## src/sv/rpb_pkg.sv

```systemverilog
// Shared types, constants and helper functions for the pixel blend unit.
// Used by rpb_lane, rgb_pixel_blend_unit and rpb_checker; depends on nothing.
package rpb_pkg;

	localparam int unsigned CMD_W       = 4;
	localparam int unsigned CHAN_W      = 8;
	localparam int unsigned TGT_W       = 2;
	localparam int unsigned AMT_W       = 9;
	localparam int unsigned OPND_W      = 10;
	localparam int unsigned PROD_W      = 2 * OPND_W;
	localparam int unsigned DIV_IN_W    = 16;
	localparam int unsigned DIV_MUL_W   = 2 * DIV_IN_W;
	localparam int unsigned DIV_SHIFT   = 23;
	localparam int unsigned S_TDATA_W   = 56;
	localparam int unsigned M_TDATA_W   = 24;
	localparam int unsigned CFG_IDX_W   = 1;

	// floor(x / 255) == (x * 0x8081) >> 23 for every 16-bit x.
	localparam logic [DIV_IN_W-1:0] DIV255_MAGIC = 16'h8081;
	localparam logic [DIV_IN_W-1:0] ROUND_HALF   = 16'd127;
	localparam logic [CHAN_W-1:0]   CHAN_MAX     = 8'd255;
	localparam logic [CHAN_W-1:0]   OVL_LOW_MAX  = 8'd127;

	// Blend commands.
	typedef enum logic [CMD_W-1:0] {
		CMD_MUL     = 4'd0,
		CMD_SCREEN  = 4'd1,
		CMD_SUB     = 4'd2,
		CMD_ADD     = 4'd3,
		CMD_OVERLAY = 4'd4,
		CMD_ADDCH   = 4'd5,
		CMD_SCALECH = 4'd6,
		CMD_EXTRACT = 4'd7,
		CMD_ISOLATE = 4'd8
	} cmd_t;

	// Target channel codes.
	typedef enum logic [TGT_W-1:0] {
		TGT_BLUE  = 2'd0,
		TGT_GREEN = 2'd1,
		TGT_RED   = 2'd2,
		TGT_NONE  = 2'd3
	} tgt_t;

	// Configuration register indexes.
	typedef enum logic [CFG_IDX_W-1:0] {
		REG_TARGET = 1'b0,
		REG_AMOUNT = 1'b1
	} reg_idx_t;

	// What the last stage of a lane does with the product.
	typedef enum logic [1:0] {
		K_PASS  = 2'd0,
		K_DIV   = 2'd1,
		K_SCALE = 2'd2
	} kind_t;

	// Per-stage load enables handed from the top level to the lanes.
	typedef struct packed {
		logic s1;
		logic s2;
		logic s3;
	} stage_en_t;

	// Clamp a small signed sum to 0..255.
	function automatic logic [CHAN_W-1:0] sat_sum(input logic signed [OPND_W-1:0] v);
		logic [CHAN_W-1:0] r;
		if (v < 0) begin
			r = '0;
		end else if (v > $signed({2'b00, CHAN_MAX})) begin
			r = CHAN_MAX;
		end else begin
			r = v[CHAN_W-1:0];
		end
		return r;
	endfunction

	// Clamp a signed product to 0..255.
	function automatic logic [CHAN_W-1:0] sat_prod(input logic signed [PROD_W-1:0] v);
		logic [CHAN_W-1:0] r;
		if (v < 0) begin
			r = '0;
		end else if (v > $signed({{(PROD_W-CHAN_W){1'b0}}, CHAN_MAX})) begin
			r = CHAN_MAX;
		end else begin
			r = v[CHAN_W-1:0];
		end
		return r;
	endfunction

endpackage

```

## src/sv/rpb_lane.sv

```systemverilog
// One color channel of the blend pipeline: operand select, multiply, then
// rounded divide by 255, saturation or pass-through. Depends on rpb_pkg.
module rpb_lane (
	input  logic                          clk,
	input  logic                          arst_n,
	input  rpb_pkg::stage_en_t            en,
	input  logic [rpb_pkg::CMD_W-1:0]     cmd,
	input  logic                          ch_valid,
	input  logic                          is_target,
	input  logic [rpb_pkg::CHAN_W-1:0]    a,
	input  logic [rpb_pkg::CHAN_W-1:0]    b,
	input  logic [rpb_pkg::CHAN_W-1:0]    ft,
	input  logic signed [rpb_pkg::AMT_W-1:0] amount,
	output logic [rpb_pkg::CHAN_W-1:0]    res_s3
);
	import rpb_pkg::*;

	kind_t                     kind_d;
	logic signed [OPND_W-1:0]  opa_d;
	logic signed [OPND_W-1:0]  opb_d;
	logic                      inv_d;
	logic [CHAN_W-1:0]         pass_d;
	logic signed [OPND_W-1:0]  diff;
	logic signed [OPND_W-1:0]  sum;
	logic signed [OPND_W-1:0]  sum_amt;

	kind_t                     kind_s1;
	logic signed [OPND_W-1:0]  opa_s1;
	logic signed [OPND_W-1:0]  opb_s1;
	logic                      inv_s1;
	logic [CHAN_W-1:0]         pass_s1;

	kind_t                     kind_s2;
	logic signed [PROD_W-1:0]  prod_s2;
	logic                      inv_s2;
	logic [CHAN_W-1:0]         pass_s2;

	logic [DIV_IN_W-1:0]       rounded;
	logic [DIV_MUL_W-1:0]      scaled;
	logic [CHAN_W-1:0]         quot;
	logic [CHAN_W-1:0]         res_d;

	assign diff    = $signed({2'b00, a}) - $signed({2'b00, b});
	assign sum     = $signed({2'b00, a}) + $signed({2'b00, b});
	assign sum_amt = $signed({2'b00, a}) + OPND_W'(amount);

	// Stage one: pick multiplier operands or compute the pass-through value.
	always_comb begin
		kind_d = K_PASS;
		opa_d  = $signed({2'b00, a});
		opb_d  = $signed({2'b00, b});
		inv_d  = 1'b0;
		pass_d = a;
		case (cmd)
			CMD_MUL: begin
				kind_d = K_DIV;
			end
			CMD_SCREEN: begin
				kind_d = K_DIV;
				opa_d  = $signed({2'b00, ~a});
				opb_d  = $signed({2'b00, ~b});
				inv_d  = 1'b1;
			end
			CMD_SUB: begin
				pass_d = sat_sum(diff);
			end
			CMD_ADD: begin
				pass_d = sat_sum(sum);
			end
			CMD_OVERLAY: begin
				kind_d = K_DIV;
				if (b <= OVL_LOW_MAX) begin
					opa_d = $signed({1'b0, a, 1'b0});
				end else begin
					opa_d = $signed({1'b0, ~a, 1'b0});
					opb_d = $signed({2'b00, ~b});
					inv_d = 1'b1;
				end
			end
			CMD_ADDCH: begin
				if (ch_valid && is_target) begin
					pass_d = sat_sum(sum_amt);
				end
			end
			CMD_SCALECH: begin
				if (ch_valid && is_target) begin
					kind_d = K_SCALE;
					opb_d  = OPND_W'(amount);
				end
			end
			CMD_EXTRACT: begin
				if (ch_valid) begin
					pass_d = ft;
				end
			end
			CMD_ISOLATE: begin
				if (ch_valid && !is_target) begin
					pass_d = '0;
				end
			end
			default: begin
				pass_d = a;
			end
		endcase
	end

	always_ff @(posedge clk) begin
		if (en.s1) begin
			kind_s1 <= kind_d;
			opa_s1  <= opa_d;
			opb_s1  <= opb_d;
			inv_s1  <= inv_d;
			pass_s1 <= pass_d;
		end
	end

	// Stage two: the one signed multiply.
	always_ff @(posedge clk) begin
		if (en.s2) begin
			kind_s2 <= kind_s1;
			prod_s2 <= opa_s1 * opb_s1;
			inv_s2  <= inv_s1;
			pass_s2 <= pass_s1;
		end
	end

	// Stage three: round and divide by 255 through a reciprocal multiply.
	assign rounded = prod_s2[DIV_IN_W-1:0] + ROUND_HALF;
	assign scaled  = DIV_MUL_W'(rounded) * DIV_MUL_W'(DIV255_MAGIC);
	assign quot    = scaled[DIV_SHIFT +: CHAN_W];

	always_comb begin
		case (kind_s2)
			K_DIV:   res_d = inv_s2 ? (CHAN_MAX - quot) : quot;
			K_SCALE: res_d = sat_prod(prod_s2);
			default: res_d = pass_s2;
		endcase
	end

	// The result register is cleared by reset.
	always_ff @(posedge clk or negedge arst_n) begin
		if (!arst_n) begin
			res_s3 <= '0;
		end else if (en.s3) begin
			res_s3 <= res_d;
		end
	end

endmodule

```

## src/sv/rgb_pixel_blend_unit.sv

```systemverilog
// Top level of the pixel blend unit: stream ports, configuration registers,
// pipeline valid/ready control and three channel lanes. Depends on rpb_pkg, rpb_lane.
//
// Channel   Dir  Signals                       Transaction
// s_*       in   s_tvalid s_tready s_tdata     one command and pixel pair
// m_*       out  m_tvalid m_tready m_tdata     one blended pixel
// cfg_*     in   cfg_valid cfg_ready cfg_index cfg_data   one register write
//
// One pixel enters per clock while the output is not stalled; each result passes
// through the three register stages: operand select, multiply, divide by 255.
// Each stage holds its own valid bit and advances when the stage after it is
// empty or moving, so bubbles close up while the output is stalled.
// Reset clears the valid bits and the configuration registers.
// The configuration port is always ready.
module rgb_pixel_blend_unit (
	input  logic                            clk,
	input  logic                            arst_n,
	input  logic                            s_tvalid,
	output logic                            s_tready,
	// command[3:0], first_blue[11:4], first_green[19:12], first_red[27:20],
	// second_blue[35:28], second_green[43:36], second_red[51:44], zero pad
	input  logic [rpb_pkg::S_TDATA_W-1:0]   s_tdata,
	output logic                            m_tvalid,
	input  logic                            m_tready,
	// out_blue[7:0], out_green[15:8], out_red[23:16]
	output logic [rpb_pkg::M_TDATA_W-1:0]   m_tdata,
	input  logic                            cfg_valid,
	output logic                            cfg_ready,
	input  logic [rpb_pkg::CFG_IDX_W-1:0]   cfg_index,
	input  logic [rpb_pkg::AMT_W-1:0]       cfg_data
);
	import rpb_pkg::*;

	localparam int unsigned NCH = 3;

	logic [TGT_W-1:0]         target_q;
	logic signed [AMT_W-1:0]  amount_q;
	logic                     v_s1;
	logic                     v_s2;
	logic                     v_s3;
	stage_en_t                en;
	logic [CMD_W-1:0]         cmd;
	logic [CHAN_W-1:0]        first_px [NCH];
	logic [CHAN_W-1:0]        second_px [NCH];
	logic [CHAN_W-1:0]        ft;
	logic                     ch_valid;
	logic [CHAN_W-1:0]        res [NCH];

	// Unpack the input transaction.
	assign cmd = s_tdata[CMD_W-1:0];
	always_comb begin
		for (int i = 0; i < NCH; i++) begin
			first_px[i]  = s_tdata[CMD_W + i*CHAN_W +: CHAN_W];
			second_px[i] = s_tdata[CMD_W + (NCH+i)*CHAN_W +: CHAN_W];
		end
	end

	// Configuration registers.
	assign cfg_ready = 1'b1;
	always_ff @(posedge clk or negedge arst_n) begin
		if (!arst_n) begin
			target_q <= TGT_BLUE;
			amount_q <= '0;
		end else if (cfg_valid && cfg_ready) begin
			case (cfg_index)
				REG_TARGET: target_q <= cfg_data[TGT_W-1:0];
				REG_AMOUNT: amount_q <= cfg_data;
				default:    ;
			endcase
		end
	end

	// Target channel of the first pixel, used by extract.
	always_comb begin
		case (target_q)
			TGT_GREEN: ft = first_px[1];
			TGT_RED:   ft = first_px[2];
			default:   ft = first_px[0];
		endcase
	end
	assign ch_valid = (target_q != TGT_NONE);

	// Stage enables: a stage loads when it is empty or the next one loads.
	assign en.s3    = !v_s3 || m_tready;
	assign en.s2    = !v_s2 || en.s3;
	assign en.s1    = !v_s1 || en.s2;
	assign s_tready = en.s1;

	always_ff @(posedge clk or negedge arst_n) begin
		if (!arst_n) begin
			v_s1 <= 1'b0;
			v_s2 <= 1'b0;
			v_s3 <= 1'b0;
		end else begin
			if (en.s1) begin
				v_s1 <= s_tvalid;
			end
			if (en.s2) begin
				v_s2 <= v_s1;
			end
			if (en.s3) begin
				v_s3 <= v_s2;
			end
		end
	end

	// One lane per color channel.
	for (genvar g = 0; g < NCH; g++) begin : g_lane
		rpb_lane u_lane (
			.clk       (clk),
			.arst_n    (arst_n),
			.en        (en),
			.cmd       (cmd),
			.ch_valid  (ch_valid),
			.is_target (target_q == TGT_W'(g)),
			.a         (first_px[g]),
			.b         (second_px[g]),
			.ft        (ft),
			.amount    (amount_q),
			.res_s3    (res[g])
		);
	end

	// Pack the output transaction.
	assign m_tvalid = v_s3;
	always_comb begin
		for (int i = 0; i < NCH; i++) begin
			m_tdata[i*CHAN_W +: CHAN_W] = res[i];
		end
	end

endmodule

```

## config.mk

```make
export PLATFORM = sky130hd
export DESIGN_NAME = rgb_pixel_blend_unit
export DESIGN_NICKNAME = d
export VERILOG_FILES = /design/src/sv/rpb_pkg.sv /design/src/sv/rpb_lane.sv /design/src/sv/rgb_pixel_blend_unit.sv
export SDC_FILE = /design/constraint.sdc
export NUM_CORES = 1
export LEC_CHECK = 0
export ABC_AREA = 1
export BUFFER_PORTS_ARGS = -buffer_cell sky130_fd_sc_hd__buf_4
export CORE_AREA = 2 2 159 316
export DETAILED_ROUTE_END_ITERATION = 6
export DIE_AREA = 0 0 161 318
export MAX_ROUTING_LAYER = met4
export PLACE_DENSITY = 0.76
export REMOVE_ABC_BUFFERS = 1
export SYNTH_ARGS = -nofsm -noshare
export SYNTH_HDL_FRONTEND = slang
export SYNTH_SLANG_ARGS = --single-unit
```

## constraint.sdc

```tcl
create_clock -name clk -period 11.6 [get_ports clk]
set_input_delay 1.16 -clock clk [delete_from_list [all_inputs] [get_ports clk]]
set_output_delay 1.16 -clock clk [all_outputs]
set_load 0.05 [all_outputs]
```

# Word-level counts from Yosys, hierarchy flattened
# Cells that the tools add are included.
totals:
  elab_cells: 197
  output_inout_bits: 27
  register_bits: 224
  inputBits: 71
classes:
  reduce_logical: 20
  mux: 70
  add_sub_neg: 15
  n_lt_le_gt_ge: 27
  eq_ne: 17
  n_mul: 6
  bitwise_logic: 7
op_table:
  columns: ["op", "n"]
  rows:
  - ["$mux W8", 39]
  - ["$pmux W8 S5", 3]
  - ["$mul A16 B16 Y31 const B", 3]
  - ["$pmux W10 S3", 3]
  - ["$pmux W8 S2", 4]
  - ["$gt A10 B9 Y1 const B", 6]
  - ["$gt A20 B9 Y1 const B", 3]
  - ["$lt A10 B1 Y1 const B", 6]
  - ["$lt A20 B1 Y1 const B", 3]
  - ["$mul A10 B10 Y20", 3]
  - ["$pmux W10 S2", 3]
  - ["$add A16 B7 Y16 const B", 3]
  - ["$not A8 Y8", 6]
  - ["$add A9 B9 Y10", 3]
  - ["$mux W10", 3]
  - ["$add A8 B8 Y9", 3]
  - ["$gt A9 B9 Y1 const B", 3]
  - ["$lt A9 B1 Y1 const B", 3]
  - ["$mux W9", 3]
  - ["$sub A8 B8 Y9", 3]
  - ["$le A8 B7 Y1 const B", 3]
  - ["$sub A8 B8 Y8 const A", 3]
  - ["$eq A4 B3 Y1 const B", 4]
  - ["$pmux W2 S2", 3]
  - ["other kinds (17)", 43]

# Depth between registers and ports, before layout
depth:
  depth_word: 6
  ltp_mapped: 33
  ltp_nobuf: 33

# Modules after synthesis
# A second synthesis with hierarchy kept.
hier_totals:
  cells_unflattened: 3903
  area_unflattened_um2: 29504.5
modules_own_cells:
  columns: ["module", "cells_each", "area_each_um2", "seq_area_each_um2", "instances"]
  rows:
  - ["rpb_lane at g_lane[1].u_lane", 1260, 9590.4, 2001.9, 1]
  - ["rpb_lane at g_lane[0].u_lane", 1264, 9566.7, 2001.9, 1]
  - ["rpb_lane at g_lane[2].u_lane", 1257, 9487.8, 2001.9, 1]
  - ["rgb_pixel_blend_unit", 122, 859.6, 350.3, 1]

# Least setup slack after synthesis
# Ideal clock, no wire load.
synth_timing:
  path_type: "reg2reg"
  from: "register g_lane[2].u_lane.opb_s1[8]"
  to: "register g_lane[2].u_lane.prod_s2[19], data pin"
  synth_period_minus_slack_ns: 5.548
  arrival_time_ns: 5.295
  required_ns: 11.348
  setup_ns: 0.252
  slack_ns: 6.052
  stages_incl_launch_ff: 26
  path_buffers: 1
  cell_sequence: "edfxtp_1 > clkbuf_1 > inv_1 > or2_2 > fa_1 > fa_1 > inv_1 > fa_1 > fa_1 > inv_1 > fa_1 > inv_1 > ha_1 > nand2_1 > nor3_1 > nand2_1 > nand2_1 > a21oi_1 > o21ai_0 > nand2_1 > o21bai_1 > nand2_1 > nand2_1 > a21oi_1 > nand2_1 > nand2_1"
synth_between:
  elab_chain_len: 1
synth_lines:
  columns: ["element", "line_no", "source"]
  rows:
  - ["start: declaration", "rpb_lane.sv:29", "logic signed [OPND_W-1:0] opb_s1;"]
  - ["start signal: assignment", "rpb_lane.sv:111", "opb_s1 <= opb_d;"]
  - ["$mul A10 B10 Y20", "rpb_lane.sv:121", "prod_s2 <= opa_s1 * opb_s1;"]
  - ["end signal: assignment", "rpb_lane.sv:121", null]
  - ["end: declaration", "rpb_lane.sv:34", "logic signed [PROD_W-1:0] prod_s2;"]
# No other way between the ends.
# A chain may end at the register's enable or synchronous reset.

# Final worst setup path
# Same ends and word-level chain as after synthesis.

==> results.toml <==
[sta]
final-setup-viol-count = 0
fin_setup_tns_ns = 0
slew_viol_final = 0
relSlewSlack_pct = 25.6
fin_skew_ns = 0.0269
rsz0062_at_grt = "no"
min_period_ns = 6.01
fmax_ghz = 0.166
worst_pin_slew_ns = 1.11
hold_viol = 0
post-route-period-util_pct = 51.8

[layout]
layout.nets = 4448
area_growth_pct = 6.73
layout-drive-gt1-share_pct = 6.07
fillCellCount = 4341

[setup_path]
required_ns = 11.90
worstPathArrival_ns = 6.31
timing.rr.start = "g_lane[2].u_lane.opb_s1[8]$_DFFE_PP_"
rrSetupSlack_ns = 5.59
r2r_end = "g_lane[2].u_lane.prod_s2[19]$_DFFE_PP_"
start_kind = "flop"
r2r_cells = 24
critPathKind = "reg -> reg"
critPathMaxFanout = 12
end_kind = "flop"

[yosys]
yosysTopAreaCell = "ha_1"
ys_top_cells_by_area = "ha_1 (19%), edfxtp_1 (18%), fa_1 (12%)"
synth_top_area_share_pct = 18.7
ys_seq_area_share_pct = 21.6
postSynth.asyncResetShare_pct = 17.8
ys_warn_count = 0
synthCells = 3747
synth-edff-count = 176
ys.flop_type = "edfxtp_1"
yosys_register_bits = 214
syn_area_sq_um = 28900
synthTopCellsByCount = "nand2_1 (788), inv_1 (695), ha_1 (431)"
synth_most_common_cell = "nand2_1"
syn_area_per_cell_sq_um = 7.71
ys_types = 66

[drt]
viasPerCell = 5.73
num_vias = 25412
first_iter_violations = 2112
ant_nets = 0
routed_wl_microns = 78800
wl_per_cell_microns = 17.8
firstDrtPassIters = 6
drc = 0

[min_path]
min-delay-start = "g_lane[2].u_lane.kind_s1[1]$_DFFE_PP_"
whs_path_depth = 0
hp-class = "reg -> reg"
hold_end = "g_lane[2].u_lane.kind_s2[1]$_DFFE_PP_"

[power]
ir_drop_mv = 0.196
p_comb_share_pct = 74.2
power_leakage_nw = 16.6
p_sw_share_pct = 52.8
clkPwrFrac_pct = 9.0
intPower_mw = 4.00
p_seq_share_pct = 16.9
switching_power_mw = 4.48
p_total_mw = 8.48
power_density_nw_per_um2 = 275

[floorplan]
initial_utilization_pct = 59.0
pin_count = 98
rows = 115
core_sq_um = 48900
dieHeight_microns = 318
die_w_microns = 161
dieArea_sq_um = 51200

[global_route]
grt.total_usage_pct = 32.1
grt_first_pass_wirelength_microns = 128000
grt_pass1_vias = 25171
grt_overflow_total = 0
grt_antenna_before_repair = 3
grt_max_degree = 62

[clock_tree]
cts.htree.levels = 1
clk_pin_slew_ns = 0.07
cts_setup_buffers = 0
clock_sink_count = 214
clockBufferDepth = 3
cts_root_buf = "clkbuf_16"
ctsHoldBuffers = 0
cts_tree = "built"
post_cts_resized = 0
clk_latency_ns = 0.54
numCtsBuffers = 22

[place]
hpwl_microns = 63500
port_buffers = 92
place_congestion = 0.987

[run]
max-cap-violations = 0

[run_status]
status = "completed"
cell type report:
cell class | instances | area, sq um | share of cell area, %
clock buffers | 27 | 611 | 1.98
multi-input cells | 2730 | 19600 | 63.6
clock inverters | 13 | 164 | 0.532
diodes | 4 | 10.0 | 0.0325
flip-flops and latches | 214 | 6240 | 20.2
repair buffers | 99 | 743 | 2.41
inverters | 705 | 2650 | 8.59
well taps | 643 | 805 | 2.61
worst max-delay path: stages (launching register included):
cell and delay [ns]:
edfxtp_1 0.66, inv_1 0.27, or2_2 0.35, fa_1 0.51
fa_1 0.54, inv_1 0.05, fa_1 0.50, fa_1 0.54
inv_1 0.05, fa_1 0.53, inv_1 0.04, ha_1 0.33
nand2_1 0.08, nor3_1 0.12, nand2_1 0.07, nand2_1 0.10
a21oi_1 0.06, o21ai_0 0.26, nand2_1 0.14, o21bai_1 0.22
nand2_1 0.07, nand2_1 0.06, a21oi_1 0.07, nand2_1 0.06
nand2_1 0.05
cells in the final DEF, fill, tap and decap left out, types with 18 or more instances in the layout:
cell type,instances
o21ai_0,208
fa_1,174
nand2_1,787
nand4_1,50
edfxtp_1,176
a31oi_1,18
nor2_1,256
or2_2,36
clkbuf_16,23
o211ai_1,26
nand3_1,147
buf_4,99
inv_1,694
a211oi_1,25
nor3_1,27
a21oi_1,220
dfrtp_1,38
xor2_1,105
ha_1,431
xnor2_1,29
per-layer routing:
layer | global-route usage [%] | share of wire, % | vias up
met5 | - | 0 | -
met4 | 13.1 | 4.6 | 0
met3 | 3.12 | 6.9 | 196
met2 | 52.2 | 47 | 960
met1 | 41.2 | 41 | 11969
li1 | - | - | 12287
stage by stage:
step | hold slack [ns] | setup slack, ns | std cells | utilization, % | instance area, sq um
2_1_floorplan | 0.400 | 6.08 | 3649 | - | 28500
3_3_place_gp | 0.403 | 5.67 | 4391 | 61.4 | 30000
3_5_place_dp | 0.405 | 5.64 | 4391 | 61.4 | 30000
4_1_cts | 0.417 | 5.60 | 4431 | 63.0 | 30800
5_1_grt | 0.423 | 5.18 | 4434 | 63.0 | 30800
6_report | 0.417 | 5.59 | 4435 | 63.0 | 30800
power groups by stage:
stage | clock (mW) | sequential, mW | combinational, mW
detailed placement | 0 | 1.44 | 6.23
finish | 0.760 | 1.43 | 6.29
CTS | 0.771 | 1.43 | 6.30
global placement | 0 | 1.44 | 6.13
floorplan | 0 | 1.45 | 4.73
global route | 0.798 | 1.45 | 7.27
worst max-delay path by stage:
stage                                                         to  cells after the start                            startpoint
after global routing      g_lane[2].u_lane.prod_s2[16]$_DFFE_PP_                     17  g_lane[2].u_lane.opb_s1[8]$_DFFE_PP_
after global placement    g_lane[1].u_lane.prod_s2[19]$_DFFE_PP_                     20  g_lane[1].u_lane.opb_s1[8]$_DFFE_PP_
final                     g_lane[2].u_lane.prod_s2[19]$_DFFE_PP_                     24  g_lane[2].u_lane.opb_s1[8]$_DFFE_PP_
after detailed placement  g_lane[2].u_lane.prod_s2[19]$_DFFE_PP_                     24  g_lane[2].u_lane.opb_s1[8]$_DFFE_PP_
after floorplan                                         s_tready                      4                              m_tready
after CTS                 g_lane[2].u_lane.prod_s2[19]$_DFFE_PP_                     24  g_lane[2].u_lane.opb_s1[8]$_DFFE_PP_
cell families after synthesis:
logic type,Yosys count,synth area share [%]
other,1,0.0130
AO/OA/AOI/OAI,611,12.2
XOR/XNOR,138,4.33
flip-flops,214,21.6
AND/OR/NAND/NOR,1372,20.5
adder cells (fa/ha/maj),605,30.7
buffers and inverters,803,10.6
multiplexers,3,0.117
registers in the layout, summed over array words and instances (netlist names), 4 cells and up:
signal,flops
g_lane.u_lane.prod_s2,60
g_lane.u_lane.opa_s1,27
g_lane.u_lane.opb_s1,27
g_lane.u_lane.pass_s1,24
g_lane.u_lane.pass_s2,24
g_lane.u_lane.res_s3,24
amount_q,9
g_lane.u_lane.kind_s1,4
g_lane.u_lane.kind_s2,4
(Power assumes the default switching activity.)
